## src/hw/rtl/gtms_pkg.sv

```systemverilog
// ----------------------------------------------------------------------------
// Greedy triple match selector package
// Shared types and constants for the selector and its candidate cells.
// ----------------------------------------------------------------------------
`default_nettype none

package gtms_pkg;

    localparam int unsigned MaxCandidates = 64;
    localparam int unsigned ClusterIdBits = 16;
    localparam int unsigned HitBits       = 12;
    localparam int unsigned HitSumBits    = 14;
    localparam int unsigned Chi2Bits      = 16;
    localparam logic [Chi2Bits-1:0] MaxChi2Reset = 16'd256;

    typedef struct packed {
        logic                  have;
        logic [HitSumBits-1:0] hits;
        logic [Chi2Bits-1:0]   chi2;
    } best_t;

    typedef enum logic [1:0] {
        ST_IDLE = 2'b01,
        ST_SCAN = 2'b10
    } state_t;

endpackage

`default_nettype wire

```

## src/hw/rtl/gtms_cell.sv

```systemverilog
// ----------------------------------------------------------------------------
// Candidate cell
// Holds one candidate triple and passes the best record seen so far down the
// chain, one cell per cycle.
// ----------------------------------------------------------------------------
`default_nettype none

module gtms_cell #(
    parameter int unsigned CLUSTER_ID_BITS = gtms_pkg::ClusterIdBits
) (
    input  wire                             clk,
    input  wire                             rst_n,
    input  wire                             load_en,
    input  wire  [CLUSTER_ID_BITS-1:0]      load_u,
    input  wire  [CLUSTER_ID_BITS-1:0]      load_v,
    input  wire  [CLUSTER_ID_BITS-1:0]      load_w,
    input  wire  [gtms_pkg::HitSumBits-1:0] load_hits,
    input  wire  [gtms_pkg::Chi2Bits-1:0]   load_chi2,
    input  wire  [gtms_pkg::Chi2Bits-1:0]   max_chi2,
    input  wire                             clear,
    input  wire                             retire,
    input  wire  [CLUSTER_ID_BITS-1:0]      ret_u,
    input  wire  [CLUSTER_ID_BITS-1:0]      ret_v,
    input  wire  [CLUSTER_ID_BITS-1:0]      ret_w,
    input  gtms_pkg::best_t                 best_in,
    input  wire  [CLUSTER_ID_BITS-1:0]      best_u_in,
    input  wire  [CLUSTER_ID_BITS-1:0]      best_v_in,
    input  wire  [CLUSTER_ID_BITS-1:0]      best_w_in,
    output gtms_pkg::best_t                 best_out,
    output logic [CLUSTER_ID_BITS-1:0]      best_u_out,
    output logic [CLUSTER_ID_BITS-1:0]      best_v_out,
    output logic [CLUSTER_ID_BITS-1:0]      best_w_out
);
    import gtms_pkg::*;

    logic                       alive_reg;
    logic [CLUSTER_ID_BITS-1:0] u_reg;
    logic [CLUSTER_ID_BITS-1:0] v_reg;
    logic [CLUSTER_ID_BITS-1:0] w_reg;
    logic [HitSumBits-1:0]      hits_reg;
    logic [Chi2Bits-1:0]        chi2_reg;
    best_t                      best_reg;
    best_t                      best_next;
    logic [CLUSTER_ID_BITS-1:0] bu_reg;
    logic [CLUSTER_ID_BITS-1:0] bv_reg;
    logic [CLUSTER_ID_BITS-1:0] bw_reg;
    logic                       better;
    logic                       hit_match;

    assign hit_match = (u_reg == ret_u) || (v_reg == ret_v) || (w_reg == ret_w);

    // Only a strictly better candidate displaces an earlier one.
    assign better = alive_reg && (chi2_reg <= max_chi2) &&
                    (!best_in.have || (hits_reg > best_in.hits) ||
                     ((hits_reg == best_in.hits) && (chi2_reg < best_in.chi2)));

    always_comb
    begin
        if (better)
        begin
            best_next.have = 1'b1;
            best_next.hits = hits_reg;
            best_next.chi2 = chi2_reg;
        end
        else
        begin
            best_next = best_in;
        end
    end

    always_ff @(posedge clk or negedge rst_n)
    begin
        if (!rst_n)
        begin
            alive_reg <= 1'b0;
            best_reg  <= '0;
        end
        else
        begin
            if (clear)
            begin
                alive_reg <= 1'b0;
            end
            else if (load_en)
            begin
                alive_reg <= 1'b1;
            end
            else if (retire && hit_match)
            begin
                alive_reg <= 1'b0;
            end
            best_reg <= best_next;
        end
    end

    always_ff @(posedge clk)
    begin
        if (load_en)
        begin
            u_reg    <= load_u;
            v_reg    <= load_v;
            w_reg    <= load_w;
            hits_reg <= load_hits;
            chi2_reg <= load_chi2;
        end
        bu_reg <= better ? u_reg : best_u_in;
        bv_reg <= better ? v_reg : best_v_in;
        bw_reg <= better ? w_reg : best_w_in;
    end

    assign best_out   = best_reg;
    assign best_u_out = bu_reg;
    assign best_v_out = bv_reg;
    assign best_w_out = bw_reg;

endmodule

`default_nettype wire

```

## config.mk

```make
export PLATFORM = sky130hd
export DESIGN_NAME = gtms_cell
export DESIGN_NICKNAME = d
export VERILOG_FILES = /design/src/hw/rtl/gtms_pkg.sv /design/src/hw/rtl/gtms_cell.sv
export SDC_FILE = /design/constraint.sdc
export NUM_CORES = 1
export LEC_CHECK = 0
export ABC_AREA = 1
export BUFFER_PORTS_ARGS = -buffer_cell sky130_fd_sc_hd__buf_2
export CORE_MARGIN = 8
export CORE_UTILIZATION = 40
export DETAILED_ROUTE_END_ITERATION = 7
export PLACE_DENSITY = 0.69
export RECOVER_POWER = 100
export SLEW_MARGIN = 20
export SYNTH_ARGS = -nofsm -noshare
export SYNTH_HDL_FRONTEND = slang
export SYNTH_SLANG_ARGS = --single-unit
```

## constraint.sdc

```tcl
create_clock -name clk -period 3.1 [get_ports clk]
set_input_delay 0.31 -clock clk [delete_from_list [all_inputs] [get_ports clk]]
set_output_delay 0.31 -clock clk [all_outputs]
set_load 0.005 [all_outputs]
```

==> key figures, run 1 <==
Setup path
  • Worst Reg-to-Reg Cells: 12
  • Data arrival at the endpoint of the critical path: 2.88 ns
  • Type of the worst setup path: flop to flop
  • Data required time of the critical path: 3.45 ns
  • Sort of element at the start of the critical path: flop
  • Worst Path Max Fanout: 30
  • R2r endpoint: best_v_out[0]
  • Register-to-register setup slack: 0.57 ns
  • Kind of capture point of the worst setup path: flop
  • Source of the worst register-to-register timing path: hits_reg[13]

Timing
  • Count of pins over their slew limit: 114
  • Worst-margin pin slew: 2.21 ns
  • Final critical-path share of the clock period: 81.6%
  • Final Hold Viols: 0
  • Setup repair after global routing missed its margin: no
  • Final setup skew: 0.0120 ns
  • Hold slack final: 0.0586 ns
  • Final Critical Period: 2.53 ns
  • Fin worst setup slack: 0.570 ns
  • Endpoints failing setup: 0
  • Setup TNS: 0 ns
  • Relative slew margins: -47.5%
  • Achievable clock frequency: 395 MHz

Synthesis
  • Async set or reset register ratio after synthesis: 20.3%
  • Synthesized-area fraction occupied by and/or/nand/nor cells: 22.0%
  • Number of warnings printed during yosys synthesis: 0
  • Count of cell types in the netlist: 27
  • Mux cell area share after synthesis: 0%
  • Synth cell count leaders: nand2_1, nand3_1, edfxtp_1
  • Post-Syn Instances: 748
  • Sequential share of the synthesized area: 57.4%
  • Adder-cell share of the synthesized area: 7.88%
  • Cell taking the most area after synthesis: edfxtp_1
  • Leading cell type by number of instances after synthesis: nand2_1
  • Total standard cell area after synthesis: 0.00715 mm²
  • Register bit total from synthesis: 158
  • Area share of the leading cell type in the synthesized netlist: 32.8%
  • Number of synthesized flops with an enable pin: 78
  • Post-synthesis net count: 1019
  • Post-synth top flop: edfxtp_1
  • Post-synthesis compound-gate area fraction: 1.73%
  • Area share of xor/xnor cells in the synthesized design: 5.15%
  • Largest family of logic cells by synthesized area: simple AND/OR/NAND/NOR gates
  • Synth Area per Inst: 9.55 µm²
  • Synth area leaders: edfxtp_1, dfxtp_1, nand2_1

Detailed routing
  • Remaining design rule violation count: 0
  • Total routed wirelength: 21400 µm
  • Length of the first detailed-routing pass in iterations: 5
  • Post-route antenna net violation count: 0
  • Routed len/inst: 16.4 µm
  • Violation count after the first detailed-routing iteration: 229
  • Number of vias per cell after detailed routing: 4.53
  • Total via count after detailed routing: 5909

CTS
  • Clock root buffer: clkbuf_16
  • H-tree depth: 4
  • CTS Buffer Depth: 2
  • Clock tree from TritonCTS: yes
  • Cells resized by post-CTS repair: 0
  • Quantity of hold-fixing buffers added after cts: 1
  • Number of buffers created by CTS: 17
  • Clock latency reported for the late side of the worst-skew pair: 0.42 ns
  • TritonCTS Sinks: 158
  • Post-CTS Setup Inserts: 0
  • Clock Pin Slew Worst Setup and Hold Paths: 0.07 ns

Job
  • Number of maximum-capacitance constraint violations: 2

Floorplanning
  • Initial standard-cell utilization of the core: 40.3%
  • Die width: 150 µm
  • Total I/O pin count: 305
  • Die area: 0.0224 mm²
  • Placeable Area: 0.0177 mm²
  • Rows: 49
  • Die outline height: 150 µm

GRT
  • Vias in the first global route: 6252
  • Antenna violations before repair: 5
  • GR Util All Layers: 18.8%
  • First-pass GRT wire length: 32300 µm
  • Pin count of the biggest net entering global routing: 81
  • Global route overflow: 0

Worst hold path
  • Hold depth: 1
  • Source of the worst hold timing path: load_w[0]
  • Classification of the worst-slack hold path: input port to flop
  • Hold Path Sink: w_reg[0]

Pwr
  • Total power consumption of the routed design: 5320 µW
  • Maximum VDD drop: 388 µV
  • Power Density: 567 mW/mm²
  • Cell leakage power: 0.00477 µW

Layout
  • Flip-flop count of the largest register after layout: 31
  • Growth of design area from synthesis to finish: 31.2%
  • Number of inserted filler cells in the final layout: 1665
  • Number of nets in the layout: 1326
  • Fraction of layout instances using a drive strength above 1: 26.6%

Placement
  • Port-buffer cells: 304
  • Post-Place Setup Slack: 0.743 ns
  • Placed wire-length estimate: 16400 µm
  • Final weighted congestion in routability-driven placement: 0.833

Status
  • Status: finished with violations
  • Violated checks: max-capacitance violations, max-slew violations
-- report_power, final --
group          switching [µW]  internal, µW
combinational             453           335
clock                     903          1120
sequential               96.5          2410
-- cells in the final DEF, fill, tap and decap left out, drive strengths merged --
cell type    count
xnor2            4
bufinv           1
nor4             1
nand4            3
nand2          245
clkinv           2
nand3           84
diode            6
clkbuf          83
edfxtp          78
nor2            46
ha              45
buf            246
inv             80
nand3b           1
xor2            38
or2              1
a21o             1
dfrtp           32
clkinvlp         5
o21ai            2
dlygate4sd3      1
nor3             2
a21oi           19
dfxtp           48
-- layer usage --
metal | track usage (%) | part of all wire, % | up-vias
li1 | - | - | 3028
met1 | 20.6 | 39 | 2660
met2 | 32.5 | 50 | 184
met3 | 7.05 | 7.9 | 33
met4 | 7.45 | 2.4 | 4
met5 | 0 | 0.098 | -
-- kinds of logic (layout without fill, tap and decap cells) --
logic type / Yosys count / after routing
other: 0 / 6
DFF: 158 / 158
adders and majority gates: 45 / 45
AOI/OAI and AO/OA: 22 / 22
and+or+nand+nor: 383 / 383
buffers and inverters: 98 / 418
xor gates and xnor gates: 42 / 42
-- metrics by stage --
step / area (µm²) / std cells / util (%)
2_1_floorplan: 7150 / 748 / -
3_3_place_gp: 8880 / 1264 / 50.1
3_5_place_dp: 8880 / 1264 / 50.1
4_1_cts: 9460 / 1297 / 53.4
5_1_grt: 9370 / 1300 / 52.9
6_report: 9380 / 1303 / 52.9
-- critical path: stages (launching register included) --
cell and delay, ns:
edfxtp_1 0.38, ha_1 0.30, nand2_1 0.08, nor2_1 0.18
inv_2 0.05, nor2_2 0.13, nand2_1 0.06, a21oi_1 0.19
nand2_1 0.14, nand2_1 0.11, clkbuf_2 0.57, nand2_1 0.13
nand2_1 0.11
-- layout make-up --
cell class | count | area, µm² | share of cell area [%]
flip-flops and latches | 158 | 4100 | 43.8
multi-input cells | 492 | 2620 | 27.9
repair buffers | 312 | 1510 | 16.1
clock buffers | 18 | 429 | 4.58
well taps | 229 | 287 | 3.06
inverters | 74 | 278 | 2.96
clock inverters | 14 | 133 | 1.41
diodes | 6 | 15.0 | 0.160
-- how the worst max path moves through the flow --
| stage | start | endpoint | slack (ns) | cells past startpoint |
|---|---|---|---|---|
| 2_1_floorplan | hits_reg[13] | best_v_out[14] | 1.19 | 14 |
| 3_3_place_gp | best_in[29] | best_out[21] | 0.80 | 14 |
| 3_5_place_dp | best_in[29] | best_w_out[2] | 0.74 | 14 |
| 4_1_cts | hits_reg[13] | best_w_out[9] | 0.76 | 12 |
| 5_1_grt | hits_reg[13] | best_v_out[0] | 0.28 | 13 |
| 6_report | hits_reg[13] | best_v_out[0] | 0.57 | 12 |
Note: power is estimated with default switching activity, not from simulation.
==> run 2: changes to the inputs <==
Settings changed: PLACE_DENSITY 0.69 to 0.72.
Clock period 3.1 ns to 2.3 ns, I/O delays scaled along.
==> key figures, run 2 (synthesized netlist as in run 1, its figures left out) <==
GRT
  • GR Util All Layers: 20.9%
  • Pin count of the biggest net entering global routing: 60
  • Vias in the first global route: 7107
  • Global route overflow: 0
  • Antenna violations before repair: 5
  • First-pass GRT wire length: 36200 µm

Setup path
  • Sort of element at the start of the critical path: flop
  • Worst Path Max Fanout: 30
  • Type of the worst setup path: flop to flop
  • Critical path's most frequent cell: nand2_1
  • Worst Reg-to-Reg Cells: 10
  • Data required time of the critical path: 2.67 ns
  • Crit path max-delay cell type: edfxtp_1
  • Data arrival at the endpoint of the critical path: 2.51 ns
  • Slowest stage delay, CP: 0.46 ns
  • Worst-path cell chain: ha_1 -> a21oi_1 -> o21ai_1 -> nor2_1 -> nand2_1 -> a21oi_4 -> buf_4 -> buf_12 -> nand3_1 -> nand2_1
  • Kind of capture point of the worst setup path: flop

Layout
  • Flip-flop count of the largest register after layout: 31
  • Growth of design area from synthesis to finish: 52.0%
  • Final cell count without fillers: 1437
  • Number of nets in the layout: 1462
  • Commonest cells after routing, fill and taps aside: nand2_1, buf_2, dlygate4sd3_1
  • Most frequent standard cell in the layout excluding fill and tap cells: nand2_1
  • Fraction of layout instances using a drive strength above 1: 23.6%

CTS
  • CTS Buffer Depth: 2
  • Number of buffers created by CTS: 17
  • Clock root buffer: clkbuf_16
  • Clock latency reported for the late side of the worst-skew pair: 0.43 ns
  • TritonCTS Sinks: 158
  • Clock Pin Slew Worst Setup and Hold Paths: 0.07 ns
  • Clock tree from TritonCTS: yes
  • H-tree depth: 4

Detailed routing
  • Remaining design rule violation count: 0
  • Number of vias per cell after detailed routing: 4.69
  • Length of the first detailed-routing pass in iterations: 4
  • Violation count after the first detailed-routing iteration: 296
  • Post-route antenna net violation count: 0
  • Total via count after detailed routing: 6745
  • Routed len/inst: 16.9 µm
  • Total routed wirelength: 24200 µm

Floorplanning
  • Rows: 49
  • Die outline height: 150 µm
  • Initial standard-cell utilization of the core: 40.3%
  • Die area: 0.0224 mm²
  • Die width: 150 µm
  • Total I/O pin count: 305
  • Placeable Area: 0.0177 mm²

Timing
  • Worst-margin pin slew: 1.02 ns
  • Final Critical Period: 2.15 ns
  • Achievable clock frequency: 466 MHz
  • Final critical-path share of the clock period: 93.3%
  • Setup TNS: 0 ns
  • Endpoints failing setup: 0
  • Final Hold Viols: 0
  • Count of pins over their slew limit: 0
  • Final setup skew: 0.0127 ns
  • Relative slew margins: 31.7%

Placement
  • DP Cell Count: 1268
  • Placed wire-length estimate: 16800 µm
  • Port-buffer cells: 304
  • Final weighted congestion in routability-driven placement: 0.825

Pwr
  • Cell leakage power: 0.00539 µW
  • Maximum VDD drop: 481 µV
  • Power Density: 707 mW/mm²

Worst hold path
  • Hold depth: 3
  • Classification of the worst-slack hold path: input port to flop

Job
  • Number of maximum-capacitance constraint violations: 0

Status
  • Status: complete, no violations
==> run 2: area by class of cell <==
class / instances / area, µm²
Sequential cell: 158 / 4100
Timing Repair Buffer: 448 / 2920
Clock inverter: 11 / 143
Clock buffer: 21 / 483
Inverter: 74 / 278
Tap cell: 229 / 287
Antenna cell: 4 / 10.0
Fill cell: 1480 / 6860
Multi-Input combinational cell: 492 / 2640
==> run 2: worst max-delay path: cells and delay by family, from the launching register on <==
kind	cells	cell delay [ns]
buffers and inverters	2	0.34
AOI/OAI and AO/OA	3	0.45
DFF	1	0.46
and+or+nand+nor	4	0.46
adders and majority gates	1	0.34
==> run 2: path summary, 6_finish.rpt <==
check / from / endpoint / slack (ns)
hold / removal: best_v_in[15] / best_v_out[15] / 0.01
hold reg to reg: alive_reg / alive_reg / 0.51
min in group asynchronous: rst_n / best_out[11] / 0.48
setup reg to reg: chi2_reg[15] / best_u_out[13] / 0.15
setup / recovery: chi2_reg[15] / best_u_out[13] / 0.15
max in group asynchronous: rst_n / best_out[30] / 1.24
==> run 2: per-layer routing <==
| layer | vias to the layer above | GRT usage, % | routed length [µm] | part of all wire [%] |
|---|---|---|---|---|
| met5 | - | 0 | 8 | 0.033 |
| met1 | 3095 | 22.5 | 9140 | 38 |
| met3 | 79 | 5.72 | 1620 | 6.7 |
| met2 | 263 | 36.9 | 12300 | 51 |
| met4 | 2 | 11.3 | 1130 | 4.7 |
| li1 | 3306 | - | - | - |
==> run 2: timing repair <==
action,4_1_cts,5_1_grt
hold buffers,128,1
endpoints found under the setup margin,0,78
endpoints found under the hold margin,159,1
setup buffers,0,3
resized for setup,0,5
==> run 2: stage by stage <==
step | instance area, µm² | power (µW) | util, % | hold WS, ns | setup WS (ns)
floorplan | 7150 | 3960 | - | -0.0656 | 0.390
global placement | 8980 | 4530 | 50.7 | 0.372 | 0.174
detailed placement | 8980 | 4560 | 50.7 | 0.374 | 0.164
CTS | 10900 | 7720 | 61.4 | 0.000224 | 0.135
global route | 10900 | 8010 | 61.3 | 0.00699 | -0.00849
finish | 10900 | 7680 | 61.3 | 0.0125 | 0.154
==> run 2: power by group <==
part / switching, µW / total, µW / leakage (µW) / internal [µW]
combinational: 679 / 1310 / 0.00354 / 629
sequential: 140 / 3390 / 0.00155 / 3250
clock: 1220 / 2990 / 0.000305 / 1770
total: 2040 / 7680 / 0.00539 / 5640
